## config.mk

```make
export PLATFORM = sky130hd
export DESIGN_NAME = chm_ctrl
export DESIGN_NICKNAME = d
export VERILOG_FILES = /design/src/chm_pkg.sv /design/src/chm_ctrl.sv
export SDC_FILE = /design/constraint.sdc
export NUM_CORES = 1
export LEC_CHECK = 0
export BUFFER_PORTS_ARGS = -buffer_cell sky130_fd_sc_hd__buf_2
export CORE_UTILIZATION = 34
export DETAILED_ROUTE_END_ITERATION = 7
export HOLD_SLACK_MARGIN = 0.06
export PLACE_DENSITY = 0.62
export SLEW_MARGIN = 20
export SYNTH_ARGS = -nofsm -noshare
export SYNTH_HDL_FRONTEND = slang
export SYNTH_SLANG_ARGS = --single-unit
```

## constraint.sdc

```tcl
create_clock -name clock -period 1.3 [get_ports clock]
set_input_delay 0.26 -clock clock [delete_from_list [all_inputs] [get_ports clock]]
set_output_delay 0.26 -clock clock [all_outputs]
set_load 0.1 [all_outputs]
```

## src/chm_pkg.sv

```systemverilog
// ----------------------------------------------------------------------------
// chm_pkg
// types, register indexes and constants of the coolant heat meter
// ----------------------------------------------------------------------------
`timescale 1ns / 1ps

package chm_pkg;

   // configuration port
   localparam int CSR_IDX_W  = 3;
   localparam int CSR_DATA_W = 32;

   localparam logic [CSR_IDX_W-1:0] CSR_GRAMS_PER_PULSE = 3'd0;
   localparam logic [CSR_IDX_W-1:0] CSR_HEAT_CAPACITY   = 3'd1;
   localparam logic [CSR_IDX_W-1:0] CSR_MIN_FLOW        = 3'd2;
   localparam logic [CSR_IDX_W-1:0] CSR_MAX_TEMP        = 3'd3;
   localparam logic [CSR_IDX_W-1:0] CSR_MIN_TEMP        = 3'd4;
   localparam logic [CSR_IDX_W-1:0] CSR_EMA_WEIGHT      = 3'd5;
   localparam logic [CSR_IDX_W-1:0] CSR_TICK_DIVIDE     = 3'd6;

   // register reset values
   localparam logic [23:0]        RST_GRAMS_PER_PULSE = 24'd65536;
   localparam logic [19:0]        RST_HEAT_CAPACITY   = 20'd274334;
   localparam logic [31:0]        RST_MIN_FLOW        = 32'd655360;
   localparam logic signed [15:0] RST_MAX_TEMP        = 16'sd7680;
   localparam logic signed [15:0] RST_MIN_TEMP        = 16'sd1280;
   localparam logic [15:0]        RST_EMA_WEIGHT      = 16'd655;
   localparam logic [8:0]         RST_TICK_DIVIDE     = 9'd20;

   // arithmetic constants
   localparam logic signed [15:0] TEMP_HI_Q8 = 16'sd12800;
   localparam logic [9:0]         SCALE_MS   = 10'd1000;
   localparam logic [8:0]         DIV_MIN    = 9'd1;
   localparam logic [8:0]         DIV_MAX    = 9'd256;
   localparam logic [62:0]        MAX63      = {63{1'b1}};
   localparam logic [46:0]        MAX47      = {47{1'b1}};

   // divider sizing: energy magnitude times 1000 over a 32-bit interval
   localparam int DIV_NUM_W = 73;
   localparam int DIV_DEN_W = 32;

   typedef struct packed {
      logic              req_type;
      logic              pin_level;
      logic signed [15:0] temp_in_q8;
      logic signed [15:0] temp_out_q8;
      logic [31:0]       time_ms;
   } req_item_type;

   typedef struct packed {
      logic [31:0]        pulse_count;
      logic [62:0]        total_mass_q16;
      logic signed [63:0] total_energy_q16;
      logic signed [47:0] avg_power_q16;
      logic signed [47:0] avg_flow_q16;
      logic               alarm_flow;
      logic               alarm_temp;
      logic               evaluated;
   } rsp_item_type;

   // controller to datapath
   typedef struct packed {
      logic capture;
      logic decode;
      logic mul_mass;
      logic mul_lo;
      logic mul_hi;
      logic emag;
      logic energy;
      logic div_start;
      logic div_flow;
      logic ema_diff;
      logic ema_mul;
      logic ema_add;
      logic ema_flow;
      logic alarm;
      logic load_rsp;
   } cmd_type;

   // datapath to controller
   typedef struct packed {
      logic eval_go;
      logic div_busy;
   } status_type;

endpackage

```

## src/chm_ctrl.sv

```systemverilog
// ----------------------------------------------------------------------------
// chm_ctrl
// sequencer for one item: decode, evaluation steps and result handoff
// ----------------------------------------------------------------------------
`timescale 1ns / 1ps

module chm_ctrl (
   input  logic                clock,
   input  logic                reset,
   input  logic                req_valid,
   output logic                req_ready,
   output logic                rsp_valid,
   input  logic                rsp_ready,
   input  chm_pkg::status_type status,
   output chm_pkg::cmd_type    cmd
);

   typedef enum logic [4:0] {
      ST_IDLE,
      ST_DECODE,
      ST_MUL_MASS,
      ST_MUL_LO,
      ST_MUL_HI,
      ST_EMAG,
      ST_ENERGY,
      ST_P_WAIT,
      ST_P_DIFF,
      ST_P_MUL,
      ST_P_ADD,
      ST_F_WAIT,
      ST_F_DIFF,
      ST_F_MUL,
      ST_F_ADD,
      ST_ALARM,
      ST_DONE
   } state_type;

   state_type state_ff, state_in;
   logic      rsp_valid_ff, rsp_valid_in;
   logic      slot_free;

   assign slot_free = !rsp_valid_ff || rsp_ready;

   // next state and result slot
   always_comb begin
      state_in     = state_ff;
      rsp_valid_in = rsp_valid_ff;
      if (rsp_valid_ff && rsp_ready) begin
         rsp_valid_in = 1'b0;
      end
      unique case (state_ff)
         ST_IDLE:     if (req_valid) state_in = ST_DECODE;
         ST_DECODE:   state_in = status.eval_go ? ST_MUL_MASS : ST_DONE;
         ST_MUL_MASS: state_in = ST_MUL_LO;
         ST_MUL_LO:   state_in = ST_MUL_HI;
         ST_MUL_HI:   state_in = ST_EMAG;
         ST_EMAG:     state_in = ST_ENERGY;
         ST_ENERGY:   state_in = ST_P_WAIT;
         ST_P_WAIT:   if (!status.div_busy) state_in = ST_P_DIFF;
         ST_P_DIFF:   state_in = ST_P_MUL;
         ST_P_MUL:    state_in = ST_P_ADD;
         ST_P_ADD:    state_in = ST_F_WAIT;
         ST_F_WAIT:   if (!status.div_busy) state_in = ST_F_DIFF;
         ST_F_DIFF:   state_in = ST_F_MUL;
         ST_F_MUL:    state_in = ST_F_ADD;
         ST_F_ADD:    state_in = ST_ALARM;
         ST_ALARM:    state_in = ST_DONE;
         ST_DONE: begin
            if (slot_free) begin
               state_in     = ST_IDLE;
               rsp_valid_in = 1'b1;
            end
         end
         default:     state_in = ST_IDLE;
      endcase
   end

   // commands to the datapath
   always_comb begin
      cmd           = '0;
      cmd.capture   = (state_ff == ST_IDLE) && req_valid;
      cmd.decode    = (state_ff == ST_DECODE);
      cmd.mul_mass  = (state_ff == ST_MUL_MASS);
      cmd.mul_lo    = (state_ff == ST_MUL_LO);
      cmd.mul_hi    = (state_ff == ST_MUL_HI);
      cmd.emag      = (state_ff == ST_EMAG);
      cmd.energy    = (state_ff == ST_ENERGY);
      cmd.div_start = (state_ff == ST_ENERGY) || (state_ff == ST_P_ADD);
      cmd.div_flow  = (state_ff == ST_P_ADD);
      cmd.ema_diff  = (state_ff == ST_P_DIFF) || (state_ff == ST_F_DIFF);
      cmd.ema_mul   = (state_ff == ST_P_MUL) || (state_ff == ST_F_MUL);
      cmd.ema_add   = (state_ff == ST_P_ADD) || (state_ff == ST_F_ADD);
      cmd.ema_flow  = (state_ff == ST_F_DIFF) || (state_ff == ST_F_MUL) ||
                      (state_ff == ST_F_ADD);
      cmd.alarm     = (state_ff == ST_ALARM);
      cmd.load_rsp  = (state_ff == ST_DONE) && slot_free;
   end

   always_ff @(posedge clock) begin
      if (reset) begin
         state_ff     <= ST_IDLE;
         rsp_valid_ff <= 1'b0;
      end else begin
         state_ff     <= state_in;
         rsp_valid_ff <= rsp_valid_in;
      end
   end

   assign req_ready = (state_ff == ST_IDLE);
   assign rsp_valid = rsp_valid_ff;

endmodule

```

==> impl_results.md, run 1 <==
- Error: [ERROR DPL-0038] Utilization greater than 100%, impossible to legalize
- Gate Count Post-Synth: 63
- Row Count: 13
- Post-Syn Area: approximately 470 um2
- Area after DPL: roughly 0.0012 mm2
- Ys async rst share: 0%
- Yosys reg bits: 6
- Netlist cell types: 27
- Root buffer cell: clkbuf_4
- Hold_buf cts: 0
- Yosys top cell area share: about 26%
- Bufs on Longest Clock Path: 2
- Routability cong.: 0.7840
- Ports: 23
- Number of synthesized flops with an enable pin: 0
- Stopping stage: clock tree synthesis
- Synth Area per Inst: approximately 7.4 um2
- Result of the run: aborted with a tool error
- Die Span Y: just under 40 um
- H-Tree Depth: 1
- Clock sink count: 6
- Die Width: ~39 um
- Syn nets: 69
- Ys Warns: 0
- Yosys top cell by area: dfxtp_1
- Placed cell count: between 100 and 150
- Initial Util: a little over a third
- Sequential area share after synthesis: about a quarter
- Synth top cells by count: nor2_1, nor3_1, dfxtp_1
- Top cells by area, synth: dfxtp_1, nor3_1, mux2i_1
- CTS buffer count: 3
- Hpwl dp: 1454 um
- Post-CTS Repair Setup Buffers: 7
- Post-CTS sizing: 17
- Dominant synthesized flop cell: dfxtp_1
- IO buf count: 22
-- metrics by stage --
step | TNS (ps) | util, % | setup slack, ps
after floorplan | -6977 | - | -876.8
after global placement | -1176 | 90.36 | -167.2
after detailed placement | -2000 | 90.36 | -260.9
-- cell families after synthesis --
logic type      after synthesis  synth area share [%]
xor+xnor                      1                 1.867
buf+inv                       8                 9.064
flops                         6                 25.60
compound gates               10                 14.67
mux                           3                 6.400
simple gates                 35                 42.40
==> run 2, diff against run 1 <==
Settings changed: CORE_AREA from default to 2 2 63 65, CORE_UTILIZATION 34 to default, DIE_AREA from default to 0 0 65 67, HOLD_SLACK_MARGIN 0.06 to default, PLACE_DENSITY 0.62 to default, PLACE_DENSITY_LB_ADDON from default to 0.15.
Clock period 1.3 ns to 1.69 ns, I/O delays scaled along.
==> run 2 against run 1 <==
Compared with the run above:
- the flow now finishes, with violations (setup timing)
- synthesized area unchanged
- synthesized cell count is the same
==> impl_results.md, run 2 <==
- Flop2flop setup slack: about 370 ps
- H-Tree Depth: 1
- # DRC: 0
- CTS buffer count: 3
- Worst Hold Class: in2reg
- Proportion of layout cells with a drive suffix above 1: a little under three quarters
- Final hold vios: 0
- Synth top cells by count: nor2_1, nor3_1, dfxtp_1
- Final WS setup: -11.73 ps
- Instance count on the critical path: 4
- Number of vias per cell: between 4 and 5
- Delay-heaviest family, CP: simple AND/OR/NAND/NOR gates
- Top cells by area, synth: dfxtp_1, nor3_1, mux2i_1
- Final ANT Viol Nets: 0
- Drt first pass iters: 4
- RR Startpoint: state_ff[2]
- Period minus WS final: 1702 ps
- Synth Area per Inst: between 7 and 8 um2
- Row Count: 22
- IO buf count: 22
- Initial antenna violation count: 0
- Req. time, crit path: roughly 1400 ps
- Initial Util: a little over an eighth
- Max reg flops: 5
- Setup TNS: -11.73 ps
- R2r worst-path depth: 3
- Sequential area share after synthesis: between 20% and 30%
- MaxCap Viol Count: 0
- Overflow after GRT: 0
- Hold_buf cts: 0
- Yosys top cell area share: 25.60%
- Vias: 617
- Total core area: 0.003606 mm2
- CTS tree: yes
- Commonest non-fill, non-tap cell in the layout: buf_12
- Final-layout fill cell count: approximately 350
- Worst path cell trace: nor3_4 -> nor3b_4 -> and2_4 -> buf_12
- Hold depth: 2
- Area of the multi-input gates: slightly below 500 um2
- Routed WL per cell: between 10 and 15 um
- Die area: 0.004355 mm2
- Pwr per Cell Area: about 620 mW/mm2
- CP Capture Type: output port
- Yosys reg bits: 6
- Top reg by flops: state_ff
- Die Width: approximately 65 um
- GRT Util Overall: under 10%
- Failing checks: setup timing
- GR peak layer: met2
- Yosys top cell by area: dfxtp_1
- First-pass GRT wire length: 2787 um
- CP max stage cell: dfxtp_4
- Worst path bufs/invs: 1
- CP Max Fanout: 7
- Slowest stage delay, CP: 370 ps
- Netlist cell types: 27
- Register area: approximately 140 um2
- Nets: 107
- Gate Count Post-Synth: 63
- Routability cong.: about 0.75
- Clock Latency Late Sink: around 220 ps
- Area after DPL: 0.001097 mm2
- Hpwl dp: 1260 um
- Hold path start: reset
- Fin area: approximately 0.0012 mm2
- Syn nets: 69
- Crit path DAT: 1360 ps
- CP Class: reg2out
- Max VDD drop: about 0.00018 V
- M2 GR Usage: between 10% and 20%
- Leak: roughly 0.00047 uW
- Ys Warns: 0
- Result of the run: finished, violations left
- Bufs on Longest Clock Path: 2
- Reg-to-reg endpoint: state_ff[0]
- Final period util: 100.7%
- Vias in the first global route: roughly 630
- Wirelength, routed: around 1700 um
- Layout Utilization: 34.39%
- Largest net degree at the start of global routing: 10
- Ports: 23
- Tightest Pin Transition: around 490 ps
- Ys async rst share: 0%
- Final max-slew violation count: 0
- Clock sink count: 6
- Setup Skew: roughly 2.1 ps
- Dominant synthesized flop cell: dfxtp_1
- Hold endpoint: state_ff[0]
- Post-Syn Area: roughly 470 um2
- Met3 Usage GRT: around 1.5%
- Number of synthesized flops with an enable pin: 0
- Final setup viols: 1
- Die Span Y: between 60 and 70 um
- Most frequent cells in the layout: buf_12, buf_4, buf_2, nor3_4, nor2_1
- Max frequency: just under 0.6 GHz
- Place WS: between 100 and 150 ps
- Worst slew margin: between 60 and 70%
- GRT met1 Usage: under 10%
- Root buffer cell: clkbuf_8
- Area Growth Syn to Fin: 164.3%
- RSZ-0062 raised after global routing: true
- Clock Pin Slew Worst Setup and Hold Paths: 40 ps
- Initial DRC count: 36
- Antenna cell count: 0
- CP startpoint kind: flip-flop
[run 2: cell counts after synthesis]
No cell type changed its count.
[run 2: power by group]
group | total [uW] | switching, uW | internal [uW]
Clock | 218 | 65.1 | 153
Sequential | 171 | 21.0 | 150
Combinational | 375 | 219 | 156
[run 2: worst reg2reg max path, delay by kind of cell (launching register included)]
family | cells | cell delay, ps
flops | 1 | 420
xor+xnor | 1 | 160
simple gates | 1 | 530
compound gates | 1 | 140
[run 2: cells by family after synthesis]
logic type             count (synthesis)  share of synthesized area [%]
buffers and inverters                  8                          9.064
multiplexers                           3                          6.400
AO/OA/AOI/OAI                         10                          14.67
AND/OR/NAND/NOR                       35                          42.40
XOR/XNOR                               1                          1.867
flip-flops                             6                          25.60
[run 2: how the worst max path moves through the flow]
stage | start | endpoint | slack [ps]
2_1_floorplan | state_ff[3] | cmd[14] | -560
6_report | state_ff[3] | cmd[14] | -10
3_3_place_gp | state_ff[0] | cmd[11] | 70
5_1_grt | state_ff[3] | cmd[14] | -70
3_5_place_dp | state_ff[0] | cmd[11] | 100
4_1_cts | state_ff[3] | cmd[14] | -20
[run 2: area by class of cell]
type	instances	area share, %
clock buffer	3	3.330
tap	48	4.844
inverter	1	0.3027
sequential	6	10.90
timing repair buffer	40	40.77
multi-input combinational	49	39.86
[run 2: what timing repair did]
| action | 4_1_cts | 5_1_grt |
|---|---|---|
| gates resized for setup | 7 | 4 |
| pin swaps | 5 | 2 |
| buffers inserted | 8 | 0 |
| setup endpoints to repair | 13 | 9 |
[run 2: layer usage]
layer | part of all wire (%) | vias to the layer above
li1 | - | 303
met5 | 0 | -
met1 | 42 | 298
met2 | 54 | 12
met4 | 1.9 | 0
met3 | 2.5 | 4
[run 2: per-stage QoR]
| step | hold WS (ps) | std cells | total power (uW) |
|---|---|---|---|
| final | 359.0 | 147 | 763.9 |
| after global routing | 365.3 | 147 | 791.5 |
| after CTS | 356.7 | 147 | 764.2 |
| after global placement | 518.3 | 136 | 513.9 |
| after detailed placement | 523.7 | 136 | 514.5 |
| after floorplan | 393.1 | 63 | 413.6 |
Note: power is estimated with default switching activity, not from simulation.
